## src/hw/rtl/spl_pkg.sv

```systemverilog
// shared types, widths and codes for the sorted priority list
package spl_pkg;

  // fixed field widths
  localparam int OP_W   = 3;
  localparam int ID_W   = 16;
  localparam int KEY_W  = 32;
  localparam int STAT_W = 2;
  localparam int OCC_W  = 7;

  // default sizing
  localparam int DEF_CAPACITY = 64;
  localparam int DEF_ID_BITS  = 16;

  // operation codes
  localparam logic [OP_W-1:0] OP_SORTED = 3'd0;
  localparam logic [OP_W-1:0] OP_BACK   = 3'd1;
  localparam logic [OP_W-1:0] OP_FRONT  = 3'd2;
  localparam logic [OP_W-1:0] OP_POP    = 3'd3;
  localparam logic [OP_W-1:0] OP_REMOVE = 3'd4;

  // status codes
  localparam logic [STAT_W-1:0] ST_OK    = 2'd0;
  localparam logic [STAT_W-1:0] ST_EMPTY = 2'd1;
  localparam logic [STAT_W-1:0] ST_FULL  = 2'd2;

  // control broadcast from the sequencer to every cell
  typedef struct packed {
    logic             clear;
    logic             scan;
    logic             ins;
    logic             del;
    logic [OP_W-1:0]  op;
    logic [KEY_W-1:0] key;
  } spl_ctl_t;

endpackage

```

## src/hw/rtl/spl_cell.sv

```systemverilog
// one list slot: holds an entry, finds its own match and shifts with its neighbors
module spl_cell #(
  parameter int ID_BITS = spl_pkg::DEF_ID_BITS,
  parameter bit HEAD    = 1'b0
) (
  input  logic                     clk,
  input  logic                     rst,
  input  spl_pkg::spl_ctl_t        ctl,
  input  logic [ID_BITS-1:0]       cmp_id,
  input  logic                     occ,
  input  logic                     occ_prev,
  input  logic                     occ_next,
  input  logic [ID_BITS-1:0]       prev_id,
  input  logic [spl_pkg::KEY_W-1:0] prev_key,
  input  logic [ID_BITS-1:0]       next_id,
  input  logic [spl_pkg::KEY_W-1:0] next_key,
  input  logic                     seen_in,
  input  logic                     fnd_in,
  input  logic [ID_BITS-1:0]       fid_in,
  input  logic [spl_pkg::KEY_W-1:0] fkey_in,
  output logic [ID_BITS-1:0]       id_q,
  output logic [spl_pkg::KEY_W-1:0] key_q,
  output logic                     fwd_out,
  output logic                     fnd_q,
  output logic [ID_BITS-1:0]       fid_q,
  output logic [spl_pkg::KEY_W-1:0] fkey_q
);
  import spl_pkg::*;

  logic seen;
  logic hit;

  // local match for the current operation
  always_comb begin
    hit = 1'b0;
    case (ctl.op)
      OP_SORTED: begin
        if (HEAD) begin
          hit = !occ || (key_q >= ctl.key);
        end else begin
          hit = (occ && (prev_key <= ctl.key) && (key_q > ctl.key)) ||
                (!occ && occ_prev && (prev_key <= ctl.key)) ||
                (occ && !occ_next && (key_q > ctl.key));
        end
      end
      OP_BACK:   hit = !occ;
      OP_FRONT:  hit = HEAD;
      OP_POP:    hit = HEAD && occ;
      OP_REMOVE: hit = occ && (id_q == cmp_id);
      default:   hit = 1'b0;
    endcase
  end

  // a match at or before this slot travels toward the tail
  assign fwd_out = seen | hit;

  // search chain flags
  always_ff @(posedge clk) begin
    if (rst) begin
      seen  <= 1'b0;
      fnd_q <= 1'b0;
    end else if (ctl.clear) begin
      seen  <= 1'b0;
      fnd_q <= 1'b0;
    end else if (ctl.scan) begin
      seen  <= seen_in;
      fnd_q <= hit | fnd_in;
    end
  end

  // first matching entry travels toward the head
  always_ff @(posedge clk) begin
    if (ctl.scan) begin
      fid_q  <= hit ? id_q : fid_in;
      fkey_q <= hit ? key_q : fkey_in;
    end
  end

  // slot contents: open a gap or close one
  always_ff @(posedge clk) begin
    if (ctl.ins) begin
      if (seen) begin
        id_q  <= prev_id;
        key_q <= prev_key;
      end else if (hit) begin
        id_q  <= cmp_id;
        key_q <= ctl.key;
      end
    end else if (ctl.del && (seen || hit)) begin
      id_q  <= next_id;
      key_q <= next_key;
    end
  end

endmodule

```

## config.mk

```make
export PLATFORM = sky130hd
export DESIGN_NAME = spl_cell
export DESIGN_NICKNAME = d
export VERILOG_FILES = /design/src/hw/rtl/spl_pkg.sv /design/src/hw/rtl/spl_cell.sv
export SDC_FILE = /design/constraint.sdc
export NUM_CORES = 1
export LEC_CHECK = 0
export BUFFER_PORTS_ARGS = -buffer_cell sky130_fd_sc_hd__buf_4
export CAP_MARGIN = 20
export CORE_MARGIN = 2
export CORE_UTILIZATION = 44
export CTS_BUF_LIST = sky130_fd_sc_hd__clkbuf_4 sky130_fd_sc_hd__clkbuf_8
export CTS_CLUSTER_SIZE = 16
export DETAILED_ROUTE_END_ITERATION = 10
export PLACE_DENSITY = 0.81
export SLEW_MARGIN = 20
export SYNTH_ARGS = -nofsm -noshare
export SYNTH_HDL_FRONTEND = slang
export SYNTH_SLANG_ARGS = --single-unit
```

## constraint.sdc

```tcl
create_clock -name clk -period 4.8 [get_ports clk]
set_clock_uncertainty 0.05 [all_clocks]
set_input_delay 0.24 -clock clk [delete_from_list [all_inputs] [get_ports clk]]
set_output_delay 0.24 -clock clk [all_outputs]
set_load 0.02 [all_outputs]
```

==> results.toml <==
[setup_path]
path_cells = "ha_1, nand4_1, nor4_2, nor3b_2, o311ai_1, nand3_2, nand3_1, a21oi_4, buf_4"
critPathMaxStageDelay_ns = 0.52
crit_family = "simple AND/OR/NAND/NOR gates"
startpoint = "key_q[23]"
cp.depth = 9
crit_path_end_kind = "register"
critPathLaunchType = "register"
crit_arrival_ns = 3.67
worst-path-max-fanout = 25
worst-path-buf-inv = 1
crit_slowest_cell = "edfxtp_1"
crit_type = "register to register"
reg2reg_depth = 9
r2r-start = "key_q[23]"
crit_end = "key_q[21]"
r2r_end = "key_q[21]"
rrSetupSlack_ns = 1.13
required_ns = 4.80

[synth]
synth_area_leader_cell = "edfxtp_1"
ys_seq_elements = 98
synth.top_cell.area_share_pct = 40.8
yosys_warnings = 0
ys_seq_area_share_pct = 41.4
synth_ff_type = "edfxtp_1"
synthCells = 724
ys_async_sr_fraction_pct = 0
syn-cell-area_mm2 = 0.00706
postSynthAreaPerCell_um2 = 9.76
synth_nets = 994
synthTopCellsByArea = "edfxtp_1 41%, ha_1 11%, mux2i_1 6.9%"
synthDistinctLibCells = 46
synth_edf_count = 96

[route]
drt-pass1-iter-count = 5
drc = 0
vias = 6677
drt-initial-drc-count = 378
vias_per_cell = 5.47
wl_per_cell_um = 18.5
routed_wirelength_mm = 22.6
ant_nets = 0

[final_layout]
syn2layout_area_growth_pct = 37.1
drive_gt1_share_pct = 34.7
layout_common_cells = "309 x buf_4, 96 x edfxtp_1, 69 x a21oi_1, 67 x nand2_1, 64 x ha_1"
diodes = 0
fin_util_pct = 61.4
layout_commonest_cell = "buf_4"
layout.nets = 1269

[min_path]
hp-class = "input port to register"

[clocking]
numCtsBuffers = 9
clk_latency_ns = 0.38
hold_buffers = 2
cts_root_buf = "clkbuf_8"
clkSinkCount = 98
cts_tree = "built"
clock_path_buffers = 2
clkSlewWorstSetupHoldPaths_ns = 0.11
htree_levels = 3
cts_resized = 0
cts_setup_buffers = 0

[timing]
fin_setup_tns_ns = 0
fin_crit_sh_pct = 76.5
setup_viol = 0
fin_crit_ns = 3.67
rsz0062_at_grt = "no"
relSlewSlack_pct = 34.7
fmax_ghz = 0.272
hold_slack_ns = 0.0683
drv_slew = 0
report.final.hold_viol_count = 0
tightest_slew_ns = 0.980

[power]
leakage_nw = 4.15
power.density_mw_per_mm2 = 229
vdd_drop_max_mv = 0.139
total_power_mw = 2.22

[grt]
antenna_found_initial = 0
grt_pass1_vias = 6479
grt_overflow = 0
grt_pass1_wl_mm = 33.9
track_usage_pct = 25.9
grt_max_degree = 98

[floorplanning]
fp-row-count = 46
die_area_mm2 = 0.0171
die_w_um = 131
die_height_um = 131
initial_core_util_pct = 44.8
placeableCoreArea_mm2 = 0.0158
ios = 304

[job]
maxCapViolCount = 0

[placed_design]
port_buffers = 303
dpl.hpwl_mm = 16.9
place_congestion = 0.884

[run_status]
status = "complete, no violations"
[flip-flops by register name, indices dropped and copies added (netlist names)]
register	count
fid_q	16
fnd_q	1
id_q	16
fkey_q	32
key_q	32
seen	1
[routing by layer]
layer	share of wire (%)	wire length, um	track usage, %
met1	40	9100	31.6
met2	50	11200	45.0
met3	7.5	1700	5.42
met4	2.6	595	9.89
met5	0	0	0
[how the worst min path moves through the flow]
stage / to / startpoint / slack, ns / depth (start not counted)
floorplan: seen / rst / 0.27 / 1
global placement: seen / ctl[38] / 0.36 / 2
detailed placement: seen / ctl[38] / 0.36 / 2
CTS: fnd_q / rst / 0.05 / 4
global route: fnd_q / rst / 0.08 / 4
finish: fnd_q / rst / 0.07 / 4
[power by group]
part	leakage (nW)	total [mW]	internal (mW)	switching, mW
Sequential	0.927	1.05	1.01	0.0394
Clock	0.0923	0.563	0.248	0.315
Combinational	3.13	0.606	0.284	0.323
Total	4.15	2.22	1.54	0.677
[logic make-up (layout without fill, tap and decap cells)]
group                    Yosys count  count (layout)  synth area share [%]
flip-flops                        98              98                  41.4
AO/OA/AOI/OAI                    199             199                  18.1
buffers and inverters             83             363                  5.23
XOR/XNOR                          16              16                  1.98
adder cells (fa/ha/maj)           64              64                  11.3
multiplexers                      49              49                  6.94
AND/OR/NAND/NOR                  215             215                  15.0
[tightest hold or removal path, cell delays in order]
cell     delay [ns]
buf_4          0.09
nor2_1         0.03
o21ai_0        0.07
a31oi_1        0.04
[Yosys cell counts (2+ instances only)]
cell type / count
edfxtp_1: 96
a21oi_1: 72
nand2_1: 67
ha_1: 64
nor2_1: 59
nor2b_1: 52
mux2i_1: 49
a41oi_1: 47
o21ai_0: 38
inv_1: 36
clkbuf_1: 26
xnor2_1: 13
nand4_1: 12
o21ai_2: 11
o21ai_1: 10
buf_1: 7
nand3_1: 7
buf_6: 6
buf_2: 5
a21o_1: 4
nor3_1: 4
nor4_2: 3
xor2_1: 3
a211oi_1: 2
a221oi_1: 2
a31oi_1: 2
and3_1: 2
clkbuf_2: 2
dfxtp_1: 2
nand3_2: 2
nor4_1: 2
o211ai_1: 2
o31ai_1: 2
[metrics by stage]
stage | area (um2) | setup WS [ns] | instances
finish | 9680 | 1.13 | 1220
global route | 9680 | 0.965 | 1220
CTS | 9680 | 1.09 | 1220
detailed placement | 9460 | 1.13 | 1202
global placement | 9460 | 1.18 | 1202
floorplan | 7070 | 0.790 | 724
[area by class of cell]
cell class | instances | area [um2]
fill | 1373 | 6090
multi-input combinational | 543 | 3810
sequential | 98 | 2930
timing repair buffer | 311 | 2340
tap | 216 | 270
inverter | 36 | 135
clock buffer | 10 | 131
clock inverter | 6 | 66.3
Power figures use the tool's default switching activity.
